**src/tbbt_pkg.sv**
```systemverilog
// ----------------------------------------------------------------------------
// tbbt_pkg
// shared constants and types of the turtle bounding box tracker
// ----------------------------------------------------------------------------
package tbbt_pkg;

	localparam int STACK_DEPTH_DEF  = 64;
	localparam int SINE_ENTRIES_DEF = 1024;

	// pipeline registers between input beat and position update
	localparam int NST = 9;

	localparam int OUT_W = 216;

	localparam logic [7:0] SYM_F     = 8'h46;
	localparam logic [7:0] SYM_G     = 8'h47;
	localparam logic [7:0] SYM_HOME  = 8'h23;
	localparam logic [7:0] SYM_PLUS  = 8'h2b;
	localparam logic [7:0] SYM_MINUS = 8'h2d;
	localparam logic [7:0] SYM_PUSH  = 8'h5b;
	localparam logic [7:0] SYM_POP   = 8'h5d;

	localparam logic [7:0] REG_ANGLE_STEP = 8'd0;
	localparam logic [7:0] REG_INIT_ANGLE = 8'd1;

	localparam logic [15:0] ANGLE_STEP_RST = 16'd16384;
	localparam logic [15:0] INIT_ANGLE_RST = 16'd0;

	localparam logic [1:0] FAULT_NONE  = 2'd0;
	localparam logic [1:0] FAULT_FULL  = 2'd1;
	localparam logic [1:0] FAULT_EMPTY = 2'd2;

	// quarter and half turn of the 16-bit heading
	localparam logic [15:0] QUARTER_TURN = 16'h4000;
	localparam logic [15:0] HALF_TURN    = 16'h8000;

	// sine polynomial coefficients, q14
	localparam logic [14:0] SIN_A = 15'd25736;
	localparam logic [13:0] SIN_B = 14'd10512;
	localparam logic [10:0] SIN_C = 11'd1160;

	typedef enum logic [2:0] {
		OP_NONE,
		OP_STEP,
		OP_HOME,
		OP_SUB,
		OP_ADD,
		OP_PUSH,
		OP_POP
	} op_t;

endpackage

```
**src/tbbt_sine.sv**
```systemverilog
// ----------------------------------------------------------------------------
// tbbt_sine
// pipelined table phase and sine/cosine polynomial of one heading per beat
// ----------------------------------------------------------------------------
module tbbt_sine #(
	parameter int SINE_ENTRIES = tbbt_pkg::SINE_ENTRIES_DEF
) (
	input  logic                      clk,
	input  logic [15:0]               heading,
	input  logic [tbbt_pkg::NST-1:0]  ld,
	output logic signed [15:0]        cos_val,
	output logic signed [15:0]        sin_val
);
	import tbbt_pkg::*;

	localparam int NW = $clog2(SINE_ENTRIES + 1);
	localparam longint unsigned RECIP = 64'd4294967296 / 64'(SINE_ENTRIES);
	localparam int RW = $clog2(RECIP + 1);

	logic [15+NW:0] hn;
	logic [15:0]    k_s1, k_s2, k_s3;
	logic [15+RW:0] kr_s2;
	logic [15:0]    q0_s3;
	logic [15+NW:0] qn_s3;
	logic [32:0]    rem;
	logic [15:0]    p_s4;

	logic [15:0] ph   [2];
	logic [14:0] uf   [2];
	logic [15:0] uneg [2];
	logic [29:0] uu   [2];
	logic [25:0] cz   [2];
	logic [13:0] t1   [2];
	logic [28:0] mz   [2];
	logic [14:0] t2   [2];
	logic [29:0] ut   [2];

	logic [14:0] u_s5 [2];
	logic [14:0] z2_s5 [2];
	logic        neg_s5 [2];
	logic [14:0] u_s6 [2];
	logic [14:0] z2_s6 [2];
	logic [25:0] c_s6 [2];
	logic        neg_s6 [2];
	logic [14:0] u_s7 [2];
	logic [28:0] m_s7 [2];
	logic        neg_s7 [2];
	logic [29:0] r_s8 [2];
	logic        neg_s8 [2];
	logic signed [15:0] val_s9 [2];

	assign hn  = {{NW{1'b0}}, heading} * (16 + NW)'(SINE_ENTRIES);
	assign rem = {1'b0, k_s3, 16'h0000} - 33'(qn_s3);

	// lane 0 is cosine, lane 1 is sine
	always_comb begin
		ph[0] = p_s4 + QUARTER_TURN;
		ph[1] = p_s4;
		for (int i = 0; i < 2; i++) begin
			uneg[i] = HALF_TURN - {1'b0, ph[i][14:0]};
			uf[i]   = (ph[i][14:0] > QUARTER_TURN[14:0]) ? uneg[i][14:0] : ph[i][14:0];
			uu[i]   = uf[i] * uf[i];
			cz[i]   = SIN_C * z2_s5[i];
			t1[i]   = SIN_B - 14'(c_s6[i] >> 14);
			mz[i]   = t1[i] * z2_s6[i];
			t2[i]   = SIN_A - 15'(m_s7[i] >> 14);
			ut[i]   = u_s7[i] * t2[i];
		end
	end

	always_ff @(posedge clk) begin
		if (ld[0]) begin
			k_s1 <= 16'(hn >> 16);
		end
		if (ld[1]) begin
			kr_s2 <= {{RW{1'b0}}, k_s1} * (16 + RW)'(RECIP);
			k_s2  <= k_s1;
		end
		if (ld[2]) begin
			q0_s3 <= 16'(kr_s2 >> 16);
			qn_s3 <= {{NW{1'b0}}, 16'(kr_s2 >> 16)} * (16 + NW)'(SINE_ENTRIES);
			k_s3  <= k_s2;
		end
		if (ld[3]) begin
			p_s4 <= q0_s3 + 16'(rem >= 33'(SINE_ENTRIES));
		end
		for (int i = 0; i < 2; i++) begin
			if (ld[4]) begin
				u_s5[i]   <= uf[i];
				z2_s5[i]  <= uu[i][28:14];
				neg_s5[i] <= ph[i][15];
			end
			if (ld[5]) begin
				u_s6[i]   <= u_s5[i];
				z2_s6[i]  <= z2_s5[i];
				c_s6[i]   <= cz[i];
				neg_s6[i] <= neg_s5[i];
			end
			if (ld[6]) begin
				u_s7[i]   <= u_s6[i];
				m_s7[i]   <= mz[i];
				neg_s7[i] <= neg_s6[i];
			end
			if (ld[7]) begin
				r_s8[i]   <= ut[i];
				neg_s8[i] <= neg_s7[i];
			end
			if (ld[8]) begin
				val_s9[i] <= neg_s8[i] ? -signed'({1'b0, r_s8[i][28:14]})
				                       : signed'({1'b0, r_s8[i][28:14]});
			end
		end
	end

	assign cos_val = val_s9[0];
	assign sin_val = val_s9[1];

endmodule
```
**config.mk**
```make
export PLATFORM = sky130hd
export DESIGN_NAME = tbbt_sine
export DESIGN_NICKNAME = d
export VERILOG_FILES = /design/src/tbbt_pkg.sv /design/src/tbbt_sine.sv
export SDC_FILE = /design/constraint.sdc
export NUM_CORES = 2
export LEC_CHECK = 0
export ABC_AREA = 1
export BUFFER_PORTS_ARGS = -buffer_cell sky130_fd_sc_hd__buf_2
export CORE_MARGIN = 2
export CORE_UTILIZATION = 25
export DETAILED_ROUTE_END_ITERATION = 10
export HOLD_SLACK_MARGIN = 0.12
export MAX_ROUTING_LAYER = met4
export PLACE_DENSITY = 0.37
export SYNTH_ARGS = -nofsm -noshare
export SYNTH_HDL_FRONTEND = slang
export SYNTH_SLANG_ARGS = --single-unit
```
**constraint.sdc**
```tcl
create_clock -name clk -period 8.4 [get_ports clk]
set_clock_uncertainty 0.2 [all_clocks]
set_input_delay 1.26 -clock clk [delete_from_list [all_inputs] [get_ports clk]]
set_output_delay 1.26 -clock clk [all_outputs]
set_load 0.01 [all_outputs]
```
# Word-level counts from Yosys, hierarchy flattened
# Memory sizes are Yosys's and may differ from the RTL's.
# Cells that the tools add are included.
# W data, S select, Z words.
[word_totals]
ff_bits = 46
mem_bits_rw = 354
output_inout_bits = 32
memories = 13
[op_classes]
n_addsub = 11
n_mul = 8
n_lt_le_gt_ge = 3
n_mux = 14
[mem_list]
columns = ["memory", "words", "width", "read_ports", "rd_clocked_by_memory_dff", "wr", "line_no", "text"]
rows = [
  ["r_s8", 2, 30, 2, 0, 2, "tbbt_sine.sv:48", "logic [29:0] r_s8 [2];"],
  ["m_s7", 2, 29, 2, 0, 2, "tbbt_sine.sv:46", "logic [28:0] m_s7 [2];"],
  ["c_s6", 2, 23, 2, 0, 2, "tbbt_sine.sv:43", "logic [25:0] c_s6 [2];"],
  ["val_s9", 2, 16, 2, 0, 2, "tbbt_sine.sv:50", "logic signed [15:0] val_s9 [2];"],
  ["u_s5", 2, 15, 2, 0, 2, "tbbt_sine.sv:38", "logic [14:0] u_s5 [2];"],
  ["u_s6", 2, 15, 2, 0, 2, "tbbt_sine.sv:41", "logic [14:0] u_s6 [2];"],
  ["+7 memories", "--", "--", "--", "--", "--", "--", ""],
]
[ops]
columns = ["operator", "n"]
rows = [
  ["$mul A15 B15 Y30", 2],
  ["$mul A14 B15 Y29", 2],
  ["$mul A15 B15 Y29", 2],
  ["$mul A8 B15 Y23 const A", 2],
  ["$ge A33 B11 Y1 const B", 1],
  ["$mux W16", 2],
  ["$neg A15 Y16", 2],
  ["$gt A15 B15 Y1 const B", 2],
  ["$mux W15", 2],
  ["$sub A1 B15 Y15 const A", 2],
  ["$sub A15 B15 Y15 const A", 2],
  ["$sub A14 B12 Y14 const A", 2],
  ["$sub A26 B26 Y27", 1],
  ["$add A16 B1 Y16", 1],
  ["$add A16 B15 Y16 const B", 1],
  ["$mux W1", 10],
]

# Logic depth before layout (Yosys ltp)
[depth]
depth_word = 4
mapped_depth = 37

# Least setup slack after synthesis
# OpenSTA, ideal clock, no wires.
[synth_timing]
path_type = "reg-to-reg"
startpoint = "mem c_s6[0][34] in the netlist's numbering"
endpoint = "mem m_s7[1][21] (netlist: m_s7[0][50]), data pin"
setup_ns = 0.256
arrival_ns = 6.139
required_time_ns = 7.944
slack_ns = 1.805
path_stages_with_launch = 30
n_path_buf = 2
path_cell_list = "edfxtp_1 > buf_2 > clkbuf_1 > inv_1 > ha_1 > nand3_1 > nand2_1 > nand2_1 > a21oi_1 > or2_2 > nand2_1 > clkinv_1 > nand2_1 > fa_1 > fa_1 > inv_1 > fa_1 > fa_1 > fa_1 > inv_1 > fa_1 > inv_1 > ha_1 > nand2_1 > nor4_1 > nand2_1 > a21boi_0 > nor2_1 > nand2_1 > nand2_1"
[synth_lines]
columns = ["item", "line_no"]
rows = [
  ["from (decl)", "tbbt_sine.sv:43"],
  ["to (decl)", "tbbt_sine.sv:46"],
]

==> summary.md <==
The top achievable clock speed is 134.5 MHz. On the critical path the largest part of the delay comes from adder cells. The area growth from synthesis to final layout came out at 11.34%.

Counting flops with a built-in enable in the synthesized netlist gives 278. The core outline area came out at 197,200 um2. For this block, the initial DRC count from the detailed router was 1,269. STA classifies the critical path startpoint as a flip-flop.

The floorplan step defined a die boundary enclosing 201,900 um2. The tools report the number of max-slew violations in the final report as 0. In this run the clock root is driven by a sky130_fd_sc_hd__clkbuf_16. The run gives 2 as the count of H-tree levels built during CTS. The floorplan step set the die width to 449.3 um.

The number of setup buffers added after CTS is 0. The largest individual stage delay along the critical path comes from the cell sky130_fd_sc_hd__fa_1. Summing over every cut layer, the via total after detailed routing is 34,400. Buffer depth of the longest clock path: 3.

The critical path contains buffers and inverters numbering 8 combined. STA puts the critical path data arrival time at 7580 ps. The layout has 21,300 filler cells. Path category of the worst min-delay check: flip-flop to flip-flop. For this design the top-level I/O count stands at 58.

In the routed layout, each cell is associated on average with a via count of 4.057. The overall routing resource usage is 0.1266. The transition time of the tightest slew-check pin was 793.6 ps. Headroom to the max-slew limit: 0.4709. The final number of hold-violating endpoints was 0. The smallest clock period supported by the final layout is computed as 7437 ps. Summing every instance area after synthesis gives 49,570 um2.

The maximum number of pins on one net before global-route repair was 54; the placed wire-length estimate was 104.8 mm. The die is 449.3 um tall. The worst hold path begins at u_s6[0][14]. After detailed routing, the average wire length per cell comes to 14.22 um. For the number of nets at the end of the flow, the log shows 7,302.

In this run the critical register-to-register path is launched from m_s7[0][14]. Setup violations remaining at the end of the flow were counted as 0. After detailed routing, the total wire length is 120.6 mm.

The total negative slack is 0 ps. Leaving out fill and tap cells, the most frequent cells in the layout are sky130_fd_sc_hd__inv_1, sky130_fd_sc_hd__nand2_1, sky130_fd_sc_hd__fa_1, sky130_fd_sc_hd__ha_1, sky130_fd_sc_hd__nor2_1. Max-cap violations in this run came to 0. The category of the most critical setup path was flip-flop to flip-flop. The number of different library cells used by synthesis comes to 61. Starting density of the core: 0.2514.

The fraction of registers with async set or reset after synthesis is 0, and the total clock buffers created by CTS is 38. The tree built by TritonCTS fans out to 278 sinks. After clock tree synthesis, the clock-pin slew on the worst setup and hold paths is 60 ps. The cell count after synthesis came out at 5,531.

The run gives 590 ps as the clock network latency to the later pin of the worst-skew pair. The post-synthesis area per instance was 8.963 um2. The count of warnings emitted by yosys was 0; the detailed-router iteration count before antenna repair was 5. Buffers inserted to repair hold after CTS numbered 0.

Setup repair after global routing left no endpoint under its margin. Buffers placed on the I/O ports in this run total 51. The largest stage delay on the critical path is 550 ps, and the post-cts sizing count is 0. Counting stages on the worst path, the most repeated cell is sky130_fd_sc_hd__nand2_1. The area of all sequential standard cells is 8348 um2. Most common library cell in the layout ignoring fill and taps: sky130_fd_sc_hd__inv_1. The tools report the number of global-route vias before repair as 37,270. The flow ran to the end, and the final reports show no timing, DRC or antenna violations.

Of all nets on the critical path, the largest fanout is 12. The row count is 163. The count of nets left with antenna violations once routing finished came out at 0. Type of element capturing the critical path: a flip-flop. The final cycle utilization of the critical path works out to 0.8854. The sequential area share after synthesis is 0.1684. The initial antenna violation count is 1, and the leftover overflow at the end of global routing is 0.

In the final layout, the multi-input gates occupy 36,550 um2. The dominant synthesized flop cell is sky130_fd_sc_hd__edfxtp_1. At the end of routability-driven placement, the weighted congestion stood at 0.8550. TritonCTS built the clock tree. The share of final-layout standard cells stronger than drive strength 1 was 0.03820. After detailed routing, the number of remaining DRC violations is 0. Synthesis inferred 278 register bits. The wire length of the first global-routing pass is 200.3 mm.

The run gives 8550 ps as the critical path required time. The start point of the critical path is m_s7[0][14].
==> per-layer routing <==
metal	track usage	share of wire	wire (um)	up-vias
li1	-	-	-	17160
met1	0.1749	0.51	60940	16770
met2	0.2035	0.46	54900	360
met3	0.01119	0.022	2708	105
met4	0.02352	0.017	2013	0
met5	-	0	0	-
==> cells in the mapped netlist, types with 5 or more instances <==
library cell	count	area share
sky130_fd_sc_hd__inv_2	16	0.0012
sky130_fd_sc_hd__nor2_2	8	0.0010
sky130_fd_sc_hd__nand3_1	124	0.013
sky130_fd_sc_hd__xnor2_1	54	0.0095
sky130_fd_sc_hd__fa_1	834	0.34
sky130_fd_sc_hd__inv_1	1372	0.10
sky130_fd_sc_hd__a31oi_1	9	0.0011
sky130_fd_sc_hd__o21ai_4	5	0.0016
sky130_fd_sc_hd__o21ai_0	113	0.011
sky130_fd_sc_hd__ha_1	634	0.16
sky130_fd_sc_hd__clkbuf_1	71	0.0054
sky130_fd_sc_hd__nand4_1	30	0.0038
sky130_fd_sc_hd__o21a_1	11	0.0017
sky130_fd_sc_hd__a21oi_1	199	0.020
sky130_fd_sc_hd__xor2_1	120	0.021
sky130_fd_sc_hd__buf_2	9	0.00091
sky130_fd_sc_hd__edfxtp_1	278	0.17
sky130_fd_sc_hd__nor3_1	31	0.0031
sky130_fd_sc_hd__nand2_1	1009	0.076
sky130_fd_sc_hd__nand2_2	6	0.00076
sky130_fd_sc_hd__o21bai_1	19	0.0029
sky130_fd_sc_hd__inv_4	5	0.00063
sky130_fd_sc_hd__nor4_1	13	0.0016
sky130_fd_sc_hd__o21ai_2	10	0.0018
sky130_fd_sc_hd__a21o_1	19	0.0029
sky130_fd_sc_hd__or2_2	7	0.00088
sky130_fd_sc_hd__nor2_4	7	0.0016
sky130_fd_sc_hd__nor2_1	449	0.034
==> through the flow <==
| step | setup slack [ps] | std cells | cell area [um2] | hold WS (ps) | util |
|---|---|---|---|---|---|
| 2_1_floorplan | 1805 | 5773 | 50480 | 200.3 | - |
| 3_3_place_gp | 945.5 | 8408 | 53920 | 200.8 | 0.2734 |
| 3_5_place_dp | 916.1 | 8408 | 53920 | 204.5 | 0.2734 |
| 4_1_cts | 904.6 | 8478 | 55190 | 212.5 | 0.2799 |
| 5_1_grt | 415.4 | 8479 | 55200 | 221.9 | 0.2799 |
| 6_report | 962.9 | 8479 | 55200 | 215.1 | 0.2799 |
==> path summary, 6_finish.rpt <==
| kind | endpoint | slack (ps) | cells past startpoint |
|---|---|---|---|
| setup / recovery | r_s8[0][22] | 960 | 33 |
| hold / removal | u_s7[0][14] | 220 | 0 |
| setup reg to reg | r_s8[0][22] | 960 | 33 |
| hold reg to reg | u_s7[0][14] | 220 | 0 |
==> logic make-up (layout without fill, tap and decap cells) <==
kind of cell / count (synthesis) / after routing / synth area share
buffers and inverters: 1480 / 1545 / 0.1129
flip-flops: 278 / 278 / 0.1684
adder cells (fa/ha/maj): 1468 / 1468 / 0.4968
AO/OA/AOI/OAI: 418 / 418 / 0.04957
other: 2 / 245 / 0.0001515
AND/OR/NAND/NOR: 1708 / 1708 / 0.1405
XOR/XNOR: 177 / 177 / 0.03173
==> sequential cells by signal, indices dropped and copies added, names as in the netlist <==
signal and flops:
c_s6 32, val_s9 32, m_s7 30, r_s8 30
z2_s5 30, z2_s6 22, u_s5 18, u_s6 18
u_s7 18, k_s1 10, k_s2 10, k_s3 10
p_s4 10, neg_s5 2, neg_s6 2, neg_s7 2
neg_s8 2
==> worst register-to-register path: cells and delay by family (launching register included) <==
family                   cells  cell delay, ps
adder cells (fa/ha/maj)      8            3580
AO/OA/AOI/OAI                4             790
buffers and inverters        8             850
flip-flops                   1             350
AND/OR/NAND/NOR             13            1440
==> cell type report <==
class	count	area share
clock buffer	44	0.01802
inverter	1397	0.09532
timing repair buffer	78	0.008342
antenna	1	0.00004534
multi-input combinational	4015	0.6621
sequential	278	0.1512
tap	2640	0.05984
clock inverter	26	0.005100
Power is not shown: default switching activity piles up to over one toggle a cycle in this logic, so the estimate is an artifact.
